[config.mk]
export PLATFORM = sky130hd
export DESIGN_NAME = vcd_quant
export DESIGN_NICKNAME = d
export VERILOG_FILES = /design/src/hdl/vcd_pkg.sv /design/src/hdl/vcd_quant.sv
export SDC_FILE = /design/constraint.sdc
export NUM_CORES = 1
export LEC_CHECK = 0
export BUFFER_PORTS_ARGS = -buffer_cell sky130_fd_sc_hd__buf_2
export CAP_MARGIN = 20
export CORE_UTILIZATION = 59
export CTS_CLUSTER_DIAMETER = 120
export DETAILED_ROUTE_END_ITERATION = 10
export PLACE_DENSITY = 0.86
export SYNTH_ARGS = -nofsm -noshare
export SYNTH_HDL_FRONTEND = slang
export SYNTH_SLANG_ARGS = --single-unit
[constraint.sdc]
create_clock -name i_clk -period 8.6 [get_ports i_clk]
set_input_delay 0.43 -clock i_clk [delete_from_list [all_inputs] [get_ports i_clk]]
set_output_delay 0.43 -clock i_clk [all_outputs]
set_load 0.01 [all_outputs]
[src/hdl/vcd_pkg.sv]
// Shared types, constants and helpers for the vertex cluster decimator.
`default_nettype none
package vcd_pkg;

    localparam int MAX_VERTS       = 256;
    localparam int MAX_EDGES       = 384;
    localparam int VERT_HASH_DEPTH = 512;
    localparam int EDGE_HASH_DEPTH = 512;
    localparam int MAX_GRID        = 64;

    localparam int VH_AW  = $clog2(VERT_HASH_DEPTH);
    localparam int EH_AW  = $clog2(EDGE_HASH_DEPTH);
    localparam int VI_W   = $clog2(MAX_VERTS);
    localparam int VC_W   = VI_W + 1;
    localparam int EC_W   = $clog2(MAX_EDGES + 1);
    localparam int CELL_W = $clog2(MAX_GRID);
    localparam int GRID_W = CELL_W + 1;
    localparam int KEY_W  = 3 * CELL_W;

    localparam logic [31:0] MIX_C1 = 32'h7feb352d;
    localparam logic [31:0] MIX_C2 = 32'h846ca68b;

    localparam logic OP_TRIANGLE = 1'b0;
    localparam logic OP_CLEAR    = 1'b1;

    typedef enum logic [2:0] {
        KIND_VERTEX  = 3'd0,
        KIND_EDGE    = 3'd1,
        KIND_DONE    = 3'd2,
        KIND_OVERFLOW = 3'd3,
        KIND_BBOX_MIN = 3'd4,
        KIND_BBOX_MAX = 3'd5,
        KIND_CLEARED = 3'd6
    } t_kind;

    typedef enum logic [2:0] {
        CFG_BUILD_MODE = 3'd0,
        CFG_ORIGIN_X   = 3'd1,
        CFG_ORIGIN_Y   = 3'd2,
        CFG_ORIGIN_Z   = 3'd3,
        CFG_CELL_SIZE  = 3'd4,
        CFG_GRID_CELLS = 3'd5
    } t_cfg_idx;

    typedef enum logic [4:0] {
        S_CLEAR, S_IDLE, S_CLR_EMIT, S_OVF, S_BB_UPD, S_BB_MIN, S_BB_MAX,
        S_QSTART, S_QWAIT, S_MIX1, S_MIX2, S_MIX3, S_HRD, S_HCHK, S_SRD,
        S_SCHK, S_VEMIT, S_ENEXT, S_EEMIT, S_DONE
    } t_state;

    typedef struct packed {
        logic               opcode;
        logic signed [31:0] a_x;
        logic signed [31:0] a_y;
        logic signed [31:0] a_z;
        logic signed [31:0] b_x;
        logic signed [31:0] b_y;
        logic signed [31:0] b_z;
        logic signed [31:0] c_x;
        logic signed [31:0] c_y;
        logic signed [31:0] c_z;
    } t_in;

    typedef struct packed {
        t_kind              kind;
        logic [31:0]        index;
        logic signed [31:0] coord_x;
        logic signed [31:0] coord_y;
        logic signed [31:0] coord_z;
        logic [7:0]         edge_low;
        logic [7:0]         edge_high;
        logic               last;
    } t_out;

    // Pick one coordinate of one corner: c selects a, b, c; ax selects x, y, z.
    function automatic logic signed [31:0] corner(input t_in t, input logic [1:0] c,
                                                  input logic [1:0] ax);
        logic signed [31:0] v;
        case ({c, ax})
            4'b0000: v = t.a_x;
            4'b0001: v = t.a_y;
            4'b0010: v = t.a_z;
            4'b0100: v = t.b_x;
            4'b0101: v = t.b_y;
            4'b0110: v = t.b_z;
            4'b1000: v = t.c_x;
            4'b1001: v = t.c_y;
            4'b1010: v = t.c_z;
            default: v = '0;
        endcase
        return v;
    endfunction

endpackage
`default_nettype wire

[src/hdl/vcd_quant.sv]
// Iterative cell quantiser: clamp((coord - origin) / cell_size, 0, grid-1).
`default_nettype none
module vcd_quant (
    input  wire logic                         i_clk,
    input  wire logic                         i_rst_n,
    input  wire logic                         i_start,
    input  wire logic signed [31:0]           i_coord,
    input  wire logic signed [31:0]           i_origin,
    input  wire logic [30:0]                  i_cell_size,
    input  wire logic [vcd_pkg::GRID_W-1:0]   i_grid,
    output logic                              o_done,
    output logic [vcd_pkg::CELL_W-1:0]        o_cell
);
    logic                r_busy;
    logic                r_done;
    logic [2:0]          r_k;
    logic [31:0]         r_rem;
    logic [7:0]          r_q;
    logic                r_zero;
    logic signed [32:0]  diff;
    logic [38:0]         trial;
    logic                ge;
    logic [vcd_pkg::GRID_W-1:0] gm1;

    assign diff  = 33'(i_coord) - 33'(i_origin);
    assign trial = {8'd0, i_cell_size} << r_k;
    assign ge    = {7'd0, r_rem} >= trial;
    assign gm1   = i_grid - 1'b1;

    always_ff @(posedge i_clk) begin
        if (!i_rst_n) begin
            r_busy <= 1'b0;
            r_done <= 1'b0;
        end else begin
            r_done <= 1'b0;
            if (i_start) begin
                r_busy <= 1'b1;
            end else if (r_busy && r_k == 3'd0) begin
                r_busy <= 1'b0;
                r_done <= 1'b1;
            end
        end
    end

    // restoring division, one quotient bit a cycle, bit 7 flags saturation
    always_ff @(posedge i_clk) begin
        if (i_start) begin
            r_k    <= 3'd7;
            r_rem  <= diff[31:0];
            r_q    <= '0;
            r_zero <= (i_cell_size == '0) || diff[32] || (diff == '0);
        end else if (r_busy) begin
            if (ge) r_rem <= r_rem - trial[31:0];
            r_q[r_k] <= ge;
            r_k      <= r_k - 3'd1;
        end
    end

    assign o_done = r_done;

    always_comb begin
        if (r_zero)
            o_cell = '0;
        else if (r_q[7] || {1'b0, r_q[6:0]} >= 8'(i_grid))
            o_cell = gm1[vcd_pkg::CELL_W-1:0];
        else
            o_cell = r_q[vcd_pkg::CELL_W-1:0];
    end
endmodule
`default_nettype wire

==> impl_results.md <==
* Layout Area Growth over Synthesis at 11.3%
* Synth top area cells: edfxtp_1 (15%), ha_1 (14%), a21oi_1 (6.7%), mux4_2 (6.4%), mux2i_1 (4.8%)
* Seq. cell area at 1250 um2
* Setup tns final at 0 ns
* Layout cell share with drive strength beyond 1 at 17.5%
* Buffers & Inverters on Critical Path at 2
* Tightest Pin Transition at 0.978 ns
* FILL cells at 959
* Post-synthesis async set-or-reset flop share at 0%
* Normalized max-slew margin at 34.4%
* GRT Total Usage at 29.4%
* Hold Vio Cnt, Final at 0
* Reg2Reg Launch Point: r_k[2]$_SDFFE_PP1P_
* Mux contribution to synthesized area at 12.0%
* CP endpoint kind: flip-flop
* Die area at 11800 um2
* Syn Std Cell Area at 6720 um2
* Post-synthesis sequential area ratio at 18.6%
* Metal-1 WL at 8.04 mm
* Post-layout util at 68.1%
* Syn_nets at 1015
* Routed length on met3 at 1.10 mm
* Row count at 38
* Number of max-cap violations at 0
* Largest family of logic cells by synthesized area: compound AO/OA/AOI/OAI gates
* DIE HEIGHT at 109 um
* Vias/cell at 6.27
* Period utilization at 66.4%
* Post-Synth Adder-Cell Area at 14.4%
* Top cell by count, worst path: a21oi_1
* Initial antenna violation count at 0
* GP Congestion at 0.923
* Iteration count of the initial detailed-routing pass at 5
* CTS tree: done
* Largest stage delay, worst path at 1.02 ns
* Hold_sp: i_rst_n
* Flop and latch count out of synthesis at 46
* Post-CTS setup repair buffer count at 0
* Share of the synthesized area in the top cell type at 14.8%
* Final setup viols at 0
* CTS clock-pin slew for the worst setup and hold paths at 0.06 ns
* Leakage at 3.42 nW
* Met2 routed WL at 7.75 mm
* Clock skew at 0.00620 ns
* Top Family by Delay on Critical Path: compound AO/OA/AOI/OAI gates
* Hold WS at 0.362 ns
* Largest net degree at the start of global routing at 54
* Synth cell types at 66
* Post-synth EDFFs at 33
* H-tree depth at 2
* I/O Buffers at 111
* Total CTS buffers at 5
* Antenna cell count at 0
* CP Class: flip-flop to flip-flop
* Max-slew violations at 0
* Core area at 11000 um2
* Top-count cell post-synth: a21oi_1
* XOR/XNOR Fraction of Synth Area at 6.91%
* Critical Path Start: r_k[2]$_SDFFE_PP1P_
* Post-Synthesis Cells at 834
* RSZ-0062 raised after global routing: no
* Layout Nets at 1101
* Slowest cell on the critical path: clkinv_1
* Status: finished clean
* Syn Area/Cell at 8.05 um2
* Crit Path Max Fanout at 32
* Tmin final at 5.71 ns
* Nature of the critical path startpoint: flip-flop
* Yosys warns at 0
* Crit path cell chain: clkinv_1 > nor2_1 > a22oi_1 > ha_1 > a21o_1 > a21o_1 > a21oi_1 > nor3b_1 > a21oi_1 > o21bai_1 > o21a_1 > o21ai_0 > a21oi_1 > o21ai_2 > buf_4
* Routed WL at 17.1 mm
* Compound-Gate Fraction of Synth Area at 24.3%
* Vias in the first global route at 5876
* Post-Synth Simple-Gate Area at 18.3%
* First-pass GRT wire length at 27.8 mm
* Root Driver: clkbuf_16
* Clk buf depth at 2
* Post-route DRC at 0
* DR vias at 6653
* Initial Util at 61.2%
* Peak supply drop at 0.0000945 V
* Class of the worst hold path: primary input to flip-flop
* Top-Level Pins at 112
* Area of the multi-input gates at 5100 um2
* Crit path DAT at 5.71 ns
* Chip Width at 109 um
* Top sig layer: met4
* Synth Flop Type: edfxtp_1
* PwrDens at 157 nW/um2
* Max Clk Rate at 175 MHz
* Post-CTS sizing at 0
* DR WL/cell at 16.2 um
* Dominant cell type by area after synthesis: edfxtp_1
* Hold_buf cts at 0
* 1st-iter DRT viols at 665
* ANT nets after route at 0
* Clk sinks at 46
* Remaining Overflow, GRT at 0
* Design Power at 1.18 mW
* Clk Latency, worst-skew pair at 0.29 ns
* HPWL Detailed at 13.5 mm
* Post-synth top cells: a21oi_1 (90), ha_1 (74), nand2_1 (64), nor2_1 (64), inv_1 (59)
* Critical Path RT at 8.60 ns
## metal layers
metal | vias to the layer above | global-route usage, %
li1 | 3292 | -
met1 | 3056 | 41.5
met2 | 281 | 47.8
met3 | 24 | 3.11
met4 | 0 | 7.63
met5 | - | 0
## power breakdown
group	switching [mW]	leakage [nW]	total, mW	internal (mW)
logic	0.386	2.92	0.672	0.286
registers	0.0226	0.427	0.311	0.289
clock network	0.0836	0.0714	0.193	0.109
total	0.493	3.42	1.18	0.684
## final timing paths
| path | endpoint | slack, ns | depth (start not counted) |
|---|---|---|---|
| max reg2reg | r_rem[21]$_DFFE_PP_ | 2.89 | 15 |
| min reg2reg | r_q[6]$_SDFFE_PP0P_ | 0.50 | 2 |
| min | r_busy$_SDFFE_PN0P_ | 0.36 | 2 |
| max | r_rem[21]$_DFFE_PP_ | 2.89 | 15 |
## kinds of logic after synthesis
group,Yosys count
AOI/OAI and AO/OA,255
and+or+nand+nor,252
buffers and inverters,96
adders and majority gates,76
muxes,56
xor gates and xnor gates,53
DFF,46
## per-stage QoR
stage	setup WS, ns	area, um2	cells
floorplan	2.12	6720	834
global placement	3.20	7340	1053
detailed placement	2.97	7340	1053
CTS	2.95	7480	1061
global route	2.43	7480	1061
finish	2.89	7480	1061
## layout make-up
cell class	count	area share (%)
clock inverter	1	0.0837
timing repair buffer	115	7.83
inverter	60	3.01
clock buffer	7	1.79
multi-input combinational	692	68.2
sequential	46	16.7
tap	140	2.34
## state kept, by name (all words and copies together) (netlist names)
name    flops
r_rem      32
r_q         8
r_k         3
o_done      1
r_busy      1
r_zero      1
## cells in the final DEF (no fill, tap or decap), types with 9 or more instances in the layout
cell	synthesis	layout
dfxtp_1	13	12
a31oi_1	9	9
o21a_1	9	9
nor2_1	64	64
edfxtp_1	33	33
ha_1	74	74
nand4_1	14	14
buf_2	1	111
nand3_1	30	30
mux2i_1	32	32
a21o_1	31	31
mux4_2	19	19
inv_1	59	59
a21oi_1	90	90
nand2_1	64	64
xnor2_1	26	26
nor4_1	9	9
o21ai_0	44	43
a211oi_1	13	13
xor2_1	27	27
nor2b_1	16	16
and3_1	10	10
nor3_1	16	16
Note: power is estimated with default switching activity, not from simulation.
